<file path="config.mk">
export PLATFORM = sky130hd
export DESIGN_NAME = bmp_palette_rotated_nibble_packer
export DESIGN_NICKNAME = d
export VERILOG_FILES = /design/src/hdl/bmppal_pkg.sv /design/src/hdl/bmppal_map.sv /design/src/hdl/bmp_palette_rotated_nibble_packer.sv
export VERILOG_INCLUDE_DIRS = /design/src /design/src/hdl
export SDC_FILE = /design/constraint.sdc
export NUM_CORES = 1
export LEC_CHECK = 0
export ABC_AREA = 1
export BUFFER_PORTS_ARGS = -buffer_cell sky130_fd_sc_hd__buf_2
export CELL_PAD_IN_SITES_DETAIL_PLACEMENT = 1
export CELL_PAD_IN_SITES_GLOBAL_PLACEMENT = 1
export CORE_ASPECT_RATIO = 1.75
export CORE_MARGIN = 10
export CORE_UTILIZATION = 35
export DETAILED_ROUTE_END_ITERATION = 7
export HOLD_SLACK_MARGIN = 0.03
export PLACE_DENSITY = 0.78
export SETUP_SLACK_MARGIN = 0.02
export SLEW_MARGIN = 20
export SYNTH_ARGS = -nofsm -noshare
export SYNTH_HDL_FRONTEND = slang
export SYNTH_SLANG_ARGS = --single-unit
</file>
<file path="constraint.sdc">
create_clock -name clock -period 2.44 [get_ports clock]
set_input_delay 0.244 -clock clock [delete_from_list [all_inputs] [get_ports clock]]
set_output_delay 0.244 -clock clock [all_outputs]
set_load 0.1 [all_outputs]
</file>
<file path="src/hdl/assert_macros.svh">
// ----------------------------------------------------------------------------
// Assertion macros
// Shared concurrent assertion shorthands, clocked on clock and held off
// during reset.
// ----------------------------------------------------------------------------
`ifndef ASSERT_MACROS_SVH
`define ASSERT_MACROS_SVH

// Same-cycle implication.
`define ASSERT_IMPLIES(label, ante, cons, msg) \
   label: assert property (@(posedge clock) disable iff (reset) (ante) |-> (cons)) \
      else $error(msg);

// Next-cycle implication.
`define ASSERT_NEXT(label, ante, cons, msg) \
   label: assert property (@(posedge clock) disable iff (reset) (ante) |=> (cons)) \
      else $error(msg);

`endif

</file>
<file path="src/hdl/bmppal_pkg.sv">
// ----------------------------------------------------------------------------
// bmppal_pkg
// Types, widths, colour constants and register indexes of the bitmap
// palette packer.
// ----------------------------------------------------------------------------
package bmppal_pkg;

   localparam int BYTE_W = 8;
   localparam int COLOR_W = 24;
   localparam int CFG_W = 11;
   localparam int CODE_W = 4;
   localparam int ADDR_W = 19;

   localparam int DEF_MAX_WIDTH = 1024;
   localparam int DEF_MAX_HEIGHT = 1024;
   localparam int DEF_HEADER_BYTES = 54;

   localparam logic [CFG_W-1:0] RST_IMAGE_WIDTH = CFG_W'(480);
   localparam logic [CFG_W-1:0] RST_IMAGE_HEIGHT = CFG_W'(800);

   localparam logic [COLOR_W-1:0] COLOR_BLACK = 24'h000000;
   localparam logic [COLOR_W-1:0] COLOR_YELLOW = 24'he6e600;
   localparam logic [COLOR_W-1:0] COLOR_RED = 24'hcc0000;
   localparam logic [COLOR_W-1:0] COLOR_BLUE = 24'h0033cc;
   localparam logic [COLOR_W-1:0] COLOR_GREEN = 24'h00cc00;

   typedef enum logic [2:0] {
      REG_IMAGE_WIDTH = 3'd0,
      REG_IMAGE_HEIGHT = 3'd1,
      REG_CODE_BLACK = 3'd2,
      REG_CODE_WHITE = 3'd3,
      REG_CODE_YELLOW = 3'd4,
      REG_CODE_RED = 3'd5,
      REG_CODE_BLUE = 3'd6,
      REG_CODE_GREEN = 3'd7
   } reg_index_type;

   typedef enum logic [1:0] {
      PHASE_LOW = 2'd0,
      PHASE_MID = 2'd1,
      PHASE_HIGH = 2'd2
   } byte_phase_type;

   typedef struct packed {
      logic [CODE_W-1:0] black;
      logic [CODE_W-1:0] white;
      logic [CODE_W-1:0] yellow;
      logic [CODE_W-1:0] red;
      logic [CODE_W-1:0] blue;
      logic [CODE_W-1:0] green;
   } codes_type;

   localparam codes_type RST_CODES = '{
      black: CODE_W'(0), white: CODE_W'(1), yellow: CODE_W'(2),
      red: CODE_W'(3), blue: CODE_W'(5), green: CODE_W'(6)
   };

endpackage

</file>
<file path="src/hdl/bmppal_map.sv">
// ----------------------------------------------------------------------------
// bmppal_map
// Colour matcher: maps an exact 24-bit colour to its configured panel code,
// anything unmatched to the white code.
// ----------------------------------------------------------------------------
module bmppal_map
   import bmppal_pkg::*;
(
   input  logic [COLOR_W-1:0] color,
   input  codes_type          codes,
   output logic [CODE_W-1:0]  code
);

   always_comb begin
      unique case (color)
         COLOR_BLACK:  code = codes.black;
         COLOR_YELLOW: code = codes.yellow;
         COLOR_RED:    code = codes.red;
         COLOR_BLUE:   code = codes.blue;
         COLOR_GREEN:  code = codes.green;
         default:      code = codes.white;
      endcase
   end

endmodule

</file>
<file path="src/hdl/bmp_palette_rotated_nibble_packer.sv">
// ----------------------------------------------------------------------------
// bmp_palette_rotated_nibble_packer
// Turns a 24-bit bitmap byte stream into nibble writes for a 4bpp
// framebuffer rotated by 90 degrees.
// ----------------------------------------------------------------------------
// Takes one stream byte per clock cycle and keeps that rate indefinitely
// while the result side takes its transactions. A byte is held in an input
// register, and the result that it completes is loaded from there into the
// output register once that register is free. The first HEADER_BYTES bytes
// are dropped; every third byte after that completes a pixel and yields one
// write (address column*(image_height/2)+row/2, upper nibble on even rows).
// After the last pixel of the last row all bytes are dropped until reset.
// req_stall rises in the same cycle that a held result is stalled and the
// input register carries a pixel-completing byte. Change configuration only
// while no transaction is in flight.
module bmp_palette_rotated_nibble_packer
   import bmppal_pkg::*;
#(
   parameter int MAX_WIDTH = DEF_MAX_WIDTH,
   parameter int MAX_HEIGHT = DEF_MAX_HEIGHT,
   parameter int HEADER_BYTES = DEF_HEADER_BYTES
) (
   input  logic              clock,
   input  logic              reset,

   input  logic              csr_write,
   input  logic [2:0]        csr_index,
   input  logic [CFG_W-1:0]  csr_data,

   input  logic              req_valid,
   output logic              req_stall,
   input  logic [BYTE_W-1:0] req_stream_byte,

   output logic              rsp_valid,
   input  logic              rsp_stall,
   output logic [ADDR_W-1:0] rsp_write_address,
   output logic [CODE_W-1:0] rsp_pixel_code,
   output logic              rsp_upper_nibble,
   output logic              rsp_last_pixel
);

   `include "assert_macros.svh"

   localparam int COL_W = $clog2(MAX_WIDTH);
   localparam int ROW_W = $clog2(MAX_HEIGHT);
   localparam int HDR_W = (HEADER_BYTES > 1) ? $clog2(HEADER_BYTES + 1) : 1;
   localparam int CCMP_W = (COL_W + 1 > CFG_W) ? COL_W + 1 : CFG_W;
   localparam int RCMP_W = (ROW_W + 1 > CFG_W) ? ROW_W + 1 : CFG_W;

   // configuration
   logic [CFG_W-1:0]  width_ff, height_ff;
   codes_type         codes_ff;

   // input register
   logic              in_valid_ff, in_valid_in;
   logic [BYTE_W-1:0] in_byte_ff;

   // stream state
   logic [HDR_W-1:0]  hdr_ff, hdr_in;
   byte_phase_type    phase_ff, phase_in;
   logic [15:0]       part_ff, part_in;
   logic [COL_W-1:0]  column_ff, column_in;
   logic [ROW_W-1:0]  row_ff, row_in;
   logic [ADDR_W-1:0] acc_ff, acc_in;
   logic              done_ff, done_in;

   // result register
   logic              rsp_valid_ff, rsp_valid_in;
   logic [ADDR_W-1:0] rsp_addr_ff;
   logic [CODE_W-1:0] rsp_code_ff;
   logic              rsp_upper_ff;
   logic              rsp_last_ff;

   logic              pixel_byte;
   logic              out_free;
   logic              in_move;
   logic              out_load;
   logic              req_accept;
   logic [CCMP_W-1:0] col_inc;
   logic [RCMP_W-1:0] row_inc;
   logic              row_end, last_row;
   logic [ADDR_W-1:0] stride;
   logic [ADDR_W-1:0] pixel_addr;
   logic [CODE_W-1:0] pixel_code;
   logic              start_state;

   bmppal_map u_map (
      .color ({in_byte_ff, part_ff}),
      .codes (codes_ff),
      .code  (pixel_code)
   );

   // ---- handshake ----
   assign pixel_byte = !done_ff && (hdr_ff == '0) && (phase_ff == PHASE_HIGH);
   assign out_free   = !rsp_valid_ff || !rsp_stall;
   assign in_move    = in_valid_ff && (!pixel_byte || out_free);
   assign out_load   = in_move && pixel_byte;
   assign req_stall  = in_valid_ff && !in_move;
   assign req_accept = req_valid && !req_stall;

   always_comb begin
      in_valid_in = in_valid_ff;
      if (req_accept) begin
         in_valid_in = 1'b1;
      end else if (in_move) begin
         in_valid_in = 1'b0;
      end
   end

   always_comb begin
      rsp_valid_in = rsp_valid_ff;
      if (out_load) begin
         rsp_valid_in = 1'b1;
      end else if (!rsp_stall) begin
         rsp_valid_in = 1'b0;
      end
   end

   // ---- pixel position and address ----
   assign col_inc    = CCMP_W'(column_ff) + CCMP_W'(1);
   assign row_inc    = RCMP_W'(row_ff) + RCMP_W'(1);
   assign row_end    = (col_inc >= CCMP_W'(width_ff)) || (col_inc >= CCMP_W'(MAX_WIDTH));
   assign last_row   = (row_inc >= RCMP_W'(height_ff)) || (row_inc >= RCMP_W'(MAX_HEIGHT));
   assign stride     = ADDR_W'(height_ff >> 1);
   assign pixel_addr = acc_ff + ADDR_W'(row_ff >> 1);

   always_comb begin
      hdr_in    = hdr_ff;
      phase_in  = phase_ff;
      part_in   = part_ff;
      column_in = column_ff;
      row_in    = row_ff;
      acc_in    = acc_ff;
      done_in   = done_ff;
      if (in_move && !done_ff) begin
         if (hdr_ff != '0) begin
            hdr_in = hdr_ff - HDR_W'(1);
         end else begin
            unique case (phase_ff)
               PHASE_LOW: begin
                  part_in[7:0] = in_byte_ff;
                  phase_in     = PHASE_MID;
               end
               PHASE_MID: begin
                  part_in[15:8] = in_byte_ff;
                  phase_in      = PHASE_HIGH;
               end
               PHASE_HIGH: begin
                  phase_in = PHASE_LOW;
                  if (row_end) begin
                     column_in = '0;
                     acc_in    = '0;
                     if (last_row) begin
                        done_in = 1'b1;
                     end else begin
                        row_in = row_inc[ROW_W-1:0];
                     end
                  end else begin
                     column_in = col_inc[COL_W-1:0];
                     acc_in    = acc_ff + stride;
                  end
               end
               default: begin
                  phase_in = PHASE_LOW;
               end
            endcase
         end
      end
   end

   // ---- registers ----
   always_ff @(posedge clock) begin
      if (reset) begin
         width_ff  <= RST_IMAGE_WIDTH;
         height_ff <= RST_IMAGE_HEIGHT;
         codes_ff  <= RST_CODES;
      end else if (csr_write) begin
         unique case (csr_index)
            REG_IMAGE_WIDTH:  width_ff        <= csr_data;
            REG_IMAGE_HEIGHT: height_ff       <= csr_data;
            REG_CODE_BLACK:   codes_ff.black  <= csr_data[CODE_W-1:0];
            REG_CODE_WHITE:   codes_ff.white  <= csr_data[CODE_W-1:0];
            REG_CODE_YELLOW:  codes_ff.yellow <= csr_data[CODE_W-1:0];
            REG_CODE_RED:     codes_ff.red    <= csr_data[CODE_W-1:0];
            REG_CODE_BLUE:    codes_ff.blue   <= csr_data[CODE_W-1:0];
            REG_CODE_GREEN:   codes_ff.green  <= csr_data[CODE_W-1:0];
            default: begin
            end
         endcase
      end
   end

   always_ff @(posedge clock) begin
      if (reset) begin
         in_valid_ff  <= 1'b0;
         rsp_valid_ff <= 1'b0;
         hdr_ff       <= HDR_W'(HEADER_BYTES);
         phase_ff     <= PHASE_LOW;
         part_ff      <= '0;
         column_ff    <= '0;
         row_ff       <= '0;
         acc_ff       <= '0;
         done_ff      <= 1'b0;
      end else begin
         in_valid_ff  <= in_valid_in;
         rsp_valid_ff <= rsp_valid_in;
         hdr_ff       <= hdr_in;
         phase_ff     <= phase_in;
         part_ff      <= part_in;
         column_ff    <= column_in;
         row_ff       <= row_in;
         acc_ff       <= acc_in;
         done_ff      <= done_in;
      end
   end

   // payload: hold while stalled
   always_ff @(posedge clock) begin
      if (req_accept) begin
         in_byte_ff <= req_stream_byte;
      end
      if (out_load) begin
         rsp_addr_ff  <= pixel_addr;
         rsp_code_ff  <= pixel_code;
         rsp_upper_ff <= !row_ff[0];
         rsp_last_ff  <= row_end && last_row;
      end
   end

   assign rsp_valid         = rsp_valid_ff;
   assign rsp_write_address = rsp_addr_ff;
   assign rsp_pixel_code    = rsp_code_ff;
   assign rsp_upper_nibble  = rsp_upper_ff;
   assign rsp_last_pixel    = rsp_last_ff;

   // ---- assertions ----
   assign start_state = (phase_ff == PHASE_LOW) && (column_ff == '0) && (row_ff == '0);

   `ASSERT_NEXT(a_done_quiet, done_ff, done_ff && !out_load, "write after end of image")
   `ASSERT_IMPLIES(a_last_done, rsp_valid_ff && rsp_last_ff, done_ff, "last pixel, not done")
   `ASSERT_IMPLIES(a_header_idle, hdr_ff != '0, start_state, "pixel state moved in header")
   `ASSERT_IMPLIES(a_acc_col0, column_ff == '0, acc_ff == '0, "accumulator set at column 0")

endmodule
</file>
# After elaboration in Yosys (flattened, before gate mapping)
# Index checks and enable logic that the tools add are counted.
[classes] n_mux=8 addsub=5 eq_ne=14 n_lt_le_gt_ge=4 div=0 n_mul=0 n_shift=0 bitwise=2 n_reduce_logical=40
[op_table] cell="$eq 24x24->1 const B" count=2
[op_table] cell="$eq 24x14->1 const B" count=1
[op_table] cell="$eq 24x16->1 const B" count=1
[op_table] cell="$logic_not 24->1" count=1
[op_table] cell="$add 10x1->11 const B" count=2
[op_table] cell="$ge 11x11->1" count=2
[op_table] cell="$ge 11x11->1 const B" count=2
[op_table] cell="$pmux 4 s5" count=1
[op_table] cell="$reduce_and 2->1" count=10
[op_table] cell="$add 19x10->19" count=1
[op_table] cell="$add 19x9->19" count=1
[op_table] cell="$mux 19" count=1
[op_table] cell="$eq 3x3->1 const B" count=4
[op_table] cell="$mux 10" count=1
[op_table] cell="$reduce_and 5->1" count=2
[op_table] cell="$reduce_and 3->1" count=3
[op_table] cell="$logic_and 1x1->1" count=8
[op_table] cell="$logic_not 1->1" count=7
[op_table] cell="$eq 3x2->1 const B" count=2
[op_table] cell="$logic_not 6->1" count=1
[op_table] cell="$reduce_bool 6->1" count=1
[op_table] cell="$sub 6x1->6 const B" count=1
[op_table] cell="$logic_or 1x1->1" count=4
[op_table] cell="$mux 1" count=4
[op_table] cell="other kinds (9)" count=10
[word_totals] word_cells=96 rom_bits=0 mem_count=0 output_inout_bits=27 latch_bits=0 regBits=145 mem_bits_rw=0

# Logic depth before layout (Yosys ltp)
# Gate-level depths: netlist (run 1).
[logic_depth] word_depth=11 ltp_mapped=18 mapped_depth_nobuf=18

# Hierarchy
# Synthesis (run 1) repeated with hierarchy kept, for this count alone.
[hier_totals] cells_unflattened=1097 hier_area_um2=8057.7
[by_module_without_submodules] module="bmp_palette_rotated_nibble_packer" instances=1 area_each_um2=7472.2 seq_area_each_um2=3233.1 cells_each=971
[by_module_without_submodules] module="bmppal_map" instances=1 area_each_um2=585.6 seq_area_each_um2=0.0 cells_each=126

# Least setup slack after synthesis (run 1)
# Ideal clock, no wire load.
[synth_timing] path_type="reg2reg" startpoint="register rsp_valid_ff, in the netlist rsp_valid" endpoint="register in_byte_ff[0] (enable)" arrival_ns=3.148 required_time_ns=2.167 setup_time_ns=0.273 path_slack_ns=-0.981 stages_incl_launch_ff=8 path_buffers=0 period_less_slack_ns=3.421 path_cell_list="dfxtp_1 -> nand2_1 -> nor3_1 -> nand2_1 -> nor2_1 -> inv_1 -> nand2_1 -> inv_1"
[synth_between] elab_chain_len=8
[synth_lines] element="start: declaration" line_no="bmp_palette_rotated_nibble_packer.sv:68" text="logic rsp_valid_ff, rsp_valid_in;"
[synth_lines] element="start signal: assignment" line_no="bmp_palette_rotated_nibble_packer.sv:206" text="rsp_valid_ff <= rsp_valid_in;"
[synth_lines] element="$logic_not 1->1" line_no="bmp_palette_rotated_nibble_packer.sv:95" text="assign out_free = !rsp_valid_ff || !rsp_stall;"
[synth_lines] element="$logic_or 1x1->1" line_no="bmp_palette_rotated_nibble_packer.sv:95"
[synth_lines] element="$logic_or 1x1->1" line_no="bmp_palette_rotated_nibble_packer.sv:96" text="assign in_move = in_valid_ff && (!pixel_byte || out_free);"
[synth_lines] element="$logic_and 1x1->1" line_no="bmp_palette_rotated_nibble_packer.sv:96"
[synth_lines] element="$logic_not 1->1" line_no="bmp_palette_rotated_nibble_packer.sv:98" text="assign req_stall = in_valid_ff && !in_move;"
[synth_lines] element="$logic_and 1x1->1" line_no="bmp_palette_rotated_nibble_packer.sv:98"
[synth_lines] element="net req_stall" line_no="bmp_palette_rotated_nibble_packer.sv:31" text="output logic req_stall,"
[synth_lines] element="$logic_not 1->1" line_no="bmp_palette_rotated_nibble_packer.sv:99" text="assign req_accept = req_valid && !req_stall;"
[synth_lines] element="$logic_and 1x1->1" line_no="bmp_palette_rotated_nibble_packer.sv:99"
[synth_lines] element="end signal: assignment" line_no="bmp_palette_rotated_nibble_packer.sv:220" text="in_byte_ff <= req_stream_byte;"
[synth_lines] element="end: declaration" line_no="bmp_palette_rotated_nibble_packer.sv:56" text="logic [BYTE_W-1:0] in_byte_ff;"
# The timed path passes the listed nets, and every way through them passes these cells.
# A chain may end at the register's enable or synchronous reset.

# Final worst setup path (run 1)
[layout_timing] startpoint="register column_ff[2]" endpoint="register row_ff[4]"
[layout_between] elab_chain_len=4 word_cells_on_any_way=5 cone_classes="1 x add/sub; 2 x order compare; 2 x reduce/logical"
[layout_lines] element="start: declaration" line_no="bmp_palette_rotated_nibble_packer.sv:62" text="logic [COL_W-1:0] column_ff, column_in;"
[layout_lines] element="start signal: assignment" line_no="bmp_palette_rotated_nibble_packer.sv:210" text="column_ff <= column_in;"
[layout_lines] element="$add 10x1->11 *" line_no="bmp_palette_rotated_nibble_packer.sv:120" text="assign col_inc = CCMP_W'(column_ff) + CCMP_W'(1);"
[layout_lines] element="$ge 11x11->1" line_no="bmp_palette_rotated_nibble_packer.sv:122" text="assign row_end = (col_inc >= CCMP_W'(width_ff)) || (col_inc >= CCMP_W'(MAX_WIDTH));"
[layout_lines] element="$logic_or 1x1->1 *" line_no="bmp_palette_rotated_nibble_packer.sv:122"
[layout_lines] element="$reduce_and 5->1 (no line) *"
[layout_lines] element="end signal: assignment" line_no="bmp_palette_rotated_nibble_packer.sv:211" text="row_ff <= row_in;"
[layout_lines] element="end: declaration" line_no="bmp_palette_rotated_nibble_packer.sv:63" text="logic [ROW_W-1:0] row_ff, row_in;"
# Mark *: on every way between the ends. The rest lies on a longest branch, timed or not.

==> results.cfg, run 1 <==
[final_layout]
final_cell_count_no_fill = 1509
syn_to_final_growth_pct = 26.1
nFillCells = 2828
drive_gt1_share_pct = 22.1
antenna_cells = 0
final_cell_mix = nand2_1, nor2_1, inv_1
final_area_um2 = 10100
nets = 1270
layout_commonest_cell = nand2_1

[run_status]
violations = setup timing
status = finished, violations left

[worst_hold_path]
hp-start = csr_data[8]
hold_class = in2reg
hold_path_depth = 3
hold_path_end = height_ff[8]

[clocking]
htreeDepth = 4
cts_buffer_depth = 2
cts_buffers = 17
cts_tree = built
root_buffer = clkbuf_16
clkTransAtPathRegs_ns = 0.07
clk_latency_ns = 0.46
cts_num_sinks = 145

[logic_synthesis]
synth.area.top_cells = dfxtp_1, edfxtp_1, nand2_1, ha_1, nor2_1
synth_top_area_cell = dfxtp_1
synth_area_per_cell_um2 = 7.52
yosysWarnings = 0
ys_seq_elements = 145
synth_edf_count = 33
async_flop_share_pct = 0
ys.flop_type = dfxtp_1
synth_fp_nets = 1139
netlist_area_um2 = 8010
synthCells = 1065
synth_cell_types = 48
seq_area_frac_synth_pct = 40.4
synth_top_area_share_pct = 28.0

[detailed_routing]
drc = 0
vias = 7635
post_drt_wl_per_cell_um = 17.1
viasPerCell = 5.06
drt_iter0_drc = 335
drtAntennaViolNets = 0
drt_pass1_iterations = 4
drt_wl_total_mm = 25.7

[critical_path]
cp-end-kind = flop
r2r_slack_ns = -0.13
critPathMaxFanout = 8
reg2reg_to = row_ff[4]
critical_path_class = reg2reg
rr_startpoint = column_ff[2]
worst_r2r_path_depth = 16
crit_path_start_kind = flop
critical_path_required_ns = 2.83
crit_arrival_ns = 2.95

[place]
hpwl_mm = 18.9
gp_congestion = 0.870
port_buffers = 53
post-place-ws_ns = -0.275
place_area_um2 = 8970
dp_cells = 1450

[sta]
hold_viol_final = 0
period_minus_slack_ns = 2.57
clock_skew_ns = 0.00789
finalSetupViolCount = 20
drv_slew = 0
finalCritPeriodShare_pct = 105
max_slew_margin_pct = 62.9
worstMarginPinSlew_ns = 0.552
layout_setup_ws_ns = -0.126
rsz0062_at_grt = yes
fmaxAchievable_mhz = 390

[floorplanning]
start_util_pct = 35.3
die_width_um = 134
num_rows = 73
die-area_um2 = 29600
chipHeight_um = 220
pin_count = 54
core_area_um2 = 22700

[power_and_ir_drop]
finalPower_mw = 5.39
ir_worst_vdd_mv = 0.526
p_per_area_nw_per_um2 = 534
p_leak_nw = 4.69

[grt]
grt_use_total_pct = 17.6
grt_first_pass_wirelength_mm = 40.9
grt_max_degree = 67
grt_remaining_overflow = 0
antenna_found_initial = 0
grt_pass1_vias = 8196

[job]
drv_cap = 0
## logic make-up (layout without fill, tap and decap cells)
family,after synthesis,in the layout,share of synthesized area [%]
flip-flops,145,145,40.4
buffers and inverters,147,291,7.47
adder cells (fa/ha/maj),47,47,7.53
XOR/XNOR,38,38,4.16
AO/OA/AOI/OAI,142,142,9.71
AND/OR/NAND/NOR,546,546,30.7
## critical path: stages (launching register included)
cell and delay, ns:
dfxtp_2 0.36, inv_2 0.06, nor3_4 0.18, nand4_1 0.18, o21ai_1 0.19, nand2_1 0.13
ha_4 0.29, nand2_1 0.07, nor2_1 0.11, nand4_1 0.11, nand2_2 0.11, nor2_4 0.07
nor2_4 0.21, nand2_4 0.14, nand2_1 0.11, nand2_1 0.05, nor2_1 0.11
## power breakdown
group          total [mW]  switching, mW  internal, mW
clock network        2.63           1.17          1.45
registers            2.52         0.0352          2.48
logic               0.246          0.163        0.0830
## layout make-up
cell class | instances | area (um^2) | share of cell area, %
Sequential cell | 145 | 3260 | 32.3
Clock buffer | 20 | 478 | 4.73
Timing Repair inverter | 1 | 6.26 | 0.0620
Multi-Input combinational cell | 773 | 4460 | 44.1
Tap cell | 300 | 375 | 3.72
Inverter | 122 | 468 | 4.63
Timing Repair Buffer | 136 | 948 | 9.39
Clock inverter | 12 | 108 | 1.07
## worst max-delay path by stage
stage          slack [ns]  cells past startpoint         end         start
2_1_floorplan         0.1                     16   row_ff[3]     row_ff[0]
3_3_place_gp        -0.19                     17   row_ff[7]     row_ff[0]
3_5_place_dp        -0.27                     15   row_ff[4]     row_ff[0]
4_1_cts             -0.08                     15  acc_ff[17]  column_ff[2]
5_1_grt             -0.34                     16   row_ff[4]  column_ff[2]
6_report            -0.13                     16   row_ff[4]  column_ff[2]
## flip-flops by register name, summed over array words and instances (netlist names), 2 cells and up
register           cells
hdr_ff                 6
in_byte_ff             8
acc_ff                19
rsp_pixel_code         4
row_ff                10
codes_ff              24
part_ff               16
width_ff              11
height_ff             11
column_ff             10
rsp_write_address     19
phase_ff               2
## Yosys cell counts (2+ instances only)
master,count
a31oi_1,2
nor2_4,3
nor3_1,11
a21o_1,6
nor2_2,7
nand4_1,33
buf_1,3
buf_6,3
clkbuf_1,11
xor2_1,31
xnor2_1,7
nand3_4,2
or2_2,4
nand3b_1,3
fa_1,2
o21ai_2,2
nand2_1,251
nand4_2,2
dfxtp_1,112
buf_2,4
inv_2,5
nor4_1,4
nand2_2,4
o21a_1,2
nand2_4,2
and2_1,3
inv_1,115
edfxtp_1,33
nor2_1,144
a21oi_1,74
buf_4,4
nand3_1,63
o211ai_1,9
nor3_2,2
o21ai_0,45
ha_1,45
## layer usage
metal | GRT usage (%) | vias to the layer above | share of wire [%]
met4 | 13.1 | 0 | 6.3
met5 | 0 | - | 0
li1 | - | 3746 | -
met3 | 3.47 | 73 | 2.9
met2 | 34.4 | 132 | 56
met1 | 15.3 | 3684 | 35
## stage by stage
| stage | hold slack, ns | util (%) | TNS (ns) |
|---|---|---|---|
| 2_1_floorplan | 0.343 | - | 0 |
| 3_3_place_gp | 0.421 | 39.6 | -4.02 |
| 3_5_place_dp | 0.423 | 39.6 | -6.14 |
| 4_1_cts | 0.0528 | 43.6 | -0.721 |
| 5_1_grt | 0.0693 | 44.6 | -7.11 |
| 6_report | 0.0680 | 44.6 | -1.28 |
## what timing repair did
action                     CTS  global route
gates resized for setup     37            52
hold endpoints to repair     9             0
setup endpoints to repair   41            45
cloned                       0             1
pin swaps                   20            33
buffers inserted            13             4
hold buffers                 9             0
Note: power is estimated with default switching activity, not from simulation.
==> run 2: changes to the inputs <==
- BUFFER_PORTS_ARGS: -buffer_cell sky130_fd_sc_hd__buf_2 -> -buffer_cell sky130_fd_sc_hd__buf_4
- CORE_UTILIZATION: 35 -> 33
- PLACE_DENSITY: 0.78 -> 0.75
==> results.cfg, run 2 (synthesis results as in run 1) <==
[final_layout]
largest_reg_flops = 24
syn_to_final_growth_pct = 28.1
drive_gt1_share_pct = 23.8
final_cell_mix = nand2_1, nor2_1, inv_1
ff_latch_area_um2 = 3260
antenna_cells = 0
multiInputGateArea_um2 = 4600
final_area_um2 = 10300
final_core_util_pct = 42.8
nets = 1253
top_register = codes_ff
layout_commonest_cell = nand2_1
nFillCells = 2935

[place]
gp_congestion = 0.873
port_buffers = 53
post-place-ws_ns = -0.265
place_area_um2 = 9040
hpwl_mm = 18.6

[critical_path]
critPathMaxFanout = 6
crit_path_start_kind = flop
crit_arrival_ns = 3.08
critical_path_required_ns = 2.81
cp-end-kind = flop
critical_path_class = reg2reg

[sta]
worstMarginPinSlew_ns = 0.531
finalCritPeriodShare_pct = 111
max_slew_margin_pct = 64.3
layout_setup_ws_ns = -0.272
hold_viol_final = 0
rsz0062_at_grt = yes
drv_slew = 0
hold_ws_ns = 0.0591
clock_skew_ns = 0.00726
period_minus_slack_ns = 2.71
finalSetupViolCount = 40
fmaxAchievable_mhz = 369

[clocking]
cts_num_sinks = 145
clkTransAtPathRegs_ns = 0.07
root_buffer = clkbuf_16
htreeDepth = 4
cts_buffers = 17
clk_latency_ns = 0.44
cts_tree = built
cts_buffer_depth = 2

[detailed_routing]
drc = 0
post_drt_wl_per_cell_um = 16.9
drt_iter0_drc = 270
drtAntennaViolNets = 0
viasPerCell = 5.01
drt_wl_total_mm = 25.3
vias = 7510
drt_pass1_iterations = 4

[power_and_ir_drop]
p_leak_nw = 4.71
p_per_area_nw_per_um2 = 524
ir_worst_vdd_mv = 0.357
finalPower_mw = 5.37

[floorplanning]
num_rows = 75
pin_count = 54
start_util_pct = 33.5
core_area_um2 = 23900
die_width_um = 138
chipHeight_um = 226
die-area_um2 = 31100

[job]
drv_cap = 0

[grt]
grt_pass1_vias = 7771
grt_max_degree = 64
grt_use_total_pct = 16.1
grt_remaining_overflow = 0
antenna_found_initial = 0
grt_first_pass_wirelength_mm = 39.4

[run_status]
status = finished, violations left
violations = setup timing

[worst_hold_path]
hold_class = in2reg
==> run 2: worst paths after layout <==
check,slack [ns],end,from,depth (start not counted)
max,-0.27,row_ff[2],row_ff[6],14
min,0.06,width_ff[8],csr_data[8],3
min reg2reg,0.46,codes_ff[9],codes_ff[9],2
max reg2reg,-0.27,row_ff[2],row_ff[6],14
==> run 2: critical path, cell delays in order, from the launching register on <==
cell and delay (ns):
dfxtp_1 0.41, nand2_1 0.14, inv_1 0.14, nand4_1 0.15, xor2_1 0.23, inv_1 0.07, ha_1 0.28, nand2_2 0.10
a21oi_2 0.05, nor2_2 0.17, and2_4 0.17, nand4_1 0.21, nor2_4 0.30, nor2_1 0.10, nor2_1 0.12
==> run 2: layout make-up <==
cell class              count  share of cell area (%)
flip-flops and latches    145                    31.8
clock inverters            15                    1.43
repair buffers            119                    9.31
multi-input cells         773                    44.8
repair inverters            1                   0.110
clock buffers              17                    4.15
well taps                 308                    3.76
inverters                 122                    4.64
==> run 2: power by group <==
group	internal, mW	switching, mW
Combinational	0.0941	0.165
Clock	1.43	1.16
Sequential	2.48	0.0339
Total	4.01	1.36
==> run 2: stage by stage <==
| stage | instances | TNS, ns |
|---|---|---|
| after floorplan | 1065 | 0 |
| after global placement | 1448 | -2.59 |
| after detailed placement | 1448 | -6.99 |
| after CTS | 1493 | -1.06 |
| after global routing | 1500 | -10.64 |
| final | 1500 | -3.21 |
==> run 2: metal layers <==
metal | routed length, um | global-route usage [%]
met1 | 8950 | 15.2
met2 | 14300 | 31.0
met4 | 1270 | 9.32
met3 | 756 | 2.78
met5 | 0 | 0
==> run 2: what timing repair did <==
item,4_1_cts,5_1_grt
cloned,1,0
hold endpoints to repair,8,0
endpoints found under the setup margin,41,45
pin swaps,28,43
setup buffers,4,7
resized for setup,46,83
hold buffers,8,0
==> run 3: changes to the inputs <==
- GPL_ROUTABILITY_DRIVEN: not set -> 0
- PLACE_DENSITY: 0.75 -> 0.73
- clock period: 2.44 -> 3.3 ns (I/O delays scaled with it)
==> results.cfg, run 3 (synthesis results as in run 1) <==
[place]
port_buffers = 53
place_area_um2 = 8690
hpwl_mm = 18.2
dp_cells = 1406
post-place-ws_ns = 0.374

[final_layout]
top_register = codes_ff
antenna_cells = 0
drive_gt1_share_pct = 11.7
nFillCells = 3018
syn_to_final_growth_pct = 15.6
final_cell_count_no_fill = 1438
layout_commonest_cell = nand2_1
final_area_um2 = 9250
final_cell_mix = nand2_1, nor2_1, inv_1
largest_reg_flops = 24
nets = 1191

[power_and_ir_drop]
p_int_mw = 2.94
ir_worst_vdd_mv = 0.333
p_leak_nw = 4.20
clock_power_share_pct = 47.9
p_sw_share_pct = 24.7
finalPower_mw = 3.91
power.net_switching_mw = 0.966
p_comb_share_pct = 4.4
p_seq_share_pct = 47.8
p_per_area_nw_per_um2 = 422

[critical_path]
cp-end-kind = flop
crit_path_start_kind = flop
critical_path_required_ns = 3.68
crit_arrival_ns = 3.32
critical_path_class = reg2reg
critPathMaxFanout = 6
r2r_slack_ns = 0.35

[sta]
fmaxAchievable_mhz = 339
tns_ns = 0
finalCritPeriodShare_pct = 89.3
worstMarginPinSlew_ns = 0.860
rsz0062_at_grt = no
layout_setup_ws_ns = 0.354
period_minus_slack_ns = 2.95
max_slew_margin_pct = 42.1
finalSetupViolCount = 0
clock_skew_ns = 0.0103
hold_viol_final = 0
drv_slew = 0

[detailed_routing]
drt_wl_total_mm = 23.3
viasPerCell = 4.94
post_drt_wl_per_cell_um = 16.2
drtAntennaViolNets = 0
drc = 0
drt_pass1_iterations = 4
drt_iter0_drc = 256
vias = 7108

[clocking]
root_buffer = clkbuf_16
cts_num_sinks = 145
clkTransAtPathRegs_ns = 0.07
clk_latency_ns = 0.45
hold_buffers = 0
cts_tree = built
cts_buffers = 17
cts_buffer_depth = 2
post_cts_buffers = 0
postCtsResizedCells = 0
htreeDepth = 4

[grt]
grt_pass1_vias = 7565
grt_max_degree = 64
grt_use_total_pct = 15.5
grt_remaining_overflow = 0
antenna_found_initial = 0
grt_first_pass_wirelength_mm = 37.7

[run_status]
status = finished, final reports clean

[floorplanning]
num_rows = 75
core_area_um2 = 23900
chipHeight_um = 226
die-area_um2 = 31100
start_util_pct = 33.5
die_width_um = 138
pin_count = 54

[job]
drv_cap = 0

[worst_hold_path]
hold_class = in2reg
==> run 3: final cells by class <==
class	instances	area [um^2]	share of cell area, %
multi-input combinational	773	4180	45.1
sequential	145	3230	34.9
inverter	122	462	4.99
timing repair buffer	58	435	4.71
clock buffer	17	425	4.60
tap	308	385	4.16
clock inverter	15	135	1.46
==> run 3: per-layer routing <==
layer / vias up / track usage (%) / wire length, um
li1: 3589 / - / -
met1: 3371 / 14.4 / 8610
met2: 101 / 29.8 / 12900
met3: 47 / 2.65 / 694
met4: 0 / 9.56 / 1160
met5: - / 0 / 0
==> run 3: critical path: stages, from the launching register on <==
cell and delay (ns):
dfxtp_1 0.45, ha_1 0.28, nand3_1 0.16, nor2_1 0.18, xor2_1 0.23, inv_1 0.07, ha_1 0.32, nand2_1 0.07
inv_1 0.05, nand2_1 0.06, nand2_1 0.05, nand2_1 0.06, and2_1 0.12, nand4_1 0.23, nor2_2 0.35, nor2_1 0.07
nor2_1 0.13
==> run 3: through the flow <==
step	hold WS (ns)	util, %
2_1_floorplan	0.429	-
3_3_place_gp	0.440	36.3
3_5_place_dp	0.446	36.3
4_1_cts	0.0379	38.7
5_1_grt	0.0386	38.7
6_report	0.0532	38.7
==> run 3: power groups by stage <==
stage                     Clock [mW]  Combinational, mW  Sequential, mW
after floorplan                    0              0.108            1.90
final                           1.87              0.171            1.87
after CTS                       1.92              0.175            1.87
after detailed placement           0              0.174            1.91
after global routing            2.00              0.195            1.87
after global placement             0              0.169            1.90
==> run 3: worst paths after layout <==
path                                          from            end  depth (start not counted)
worst min register to register         codes_ff[9]    codes_ff[9]                          2
worst max-delay path                     row_ff[0]      row_ff[5]                         16
worst max register to register           row_ff[0]      row_ff[5]                         16
worst min-delay path            req_stream_byte[3]  in_byte_ff[3]                          1
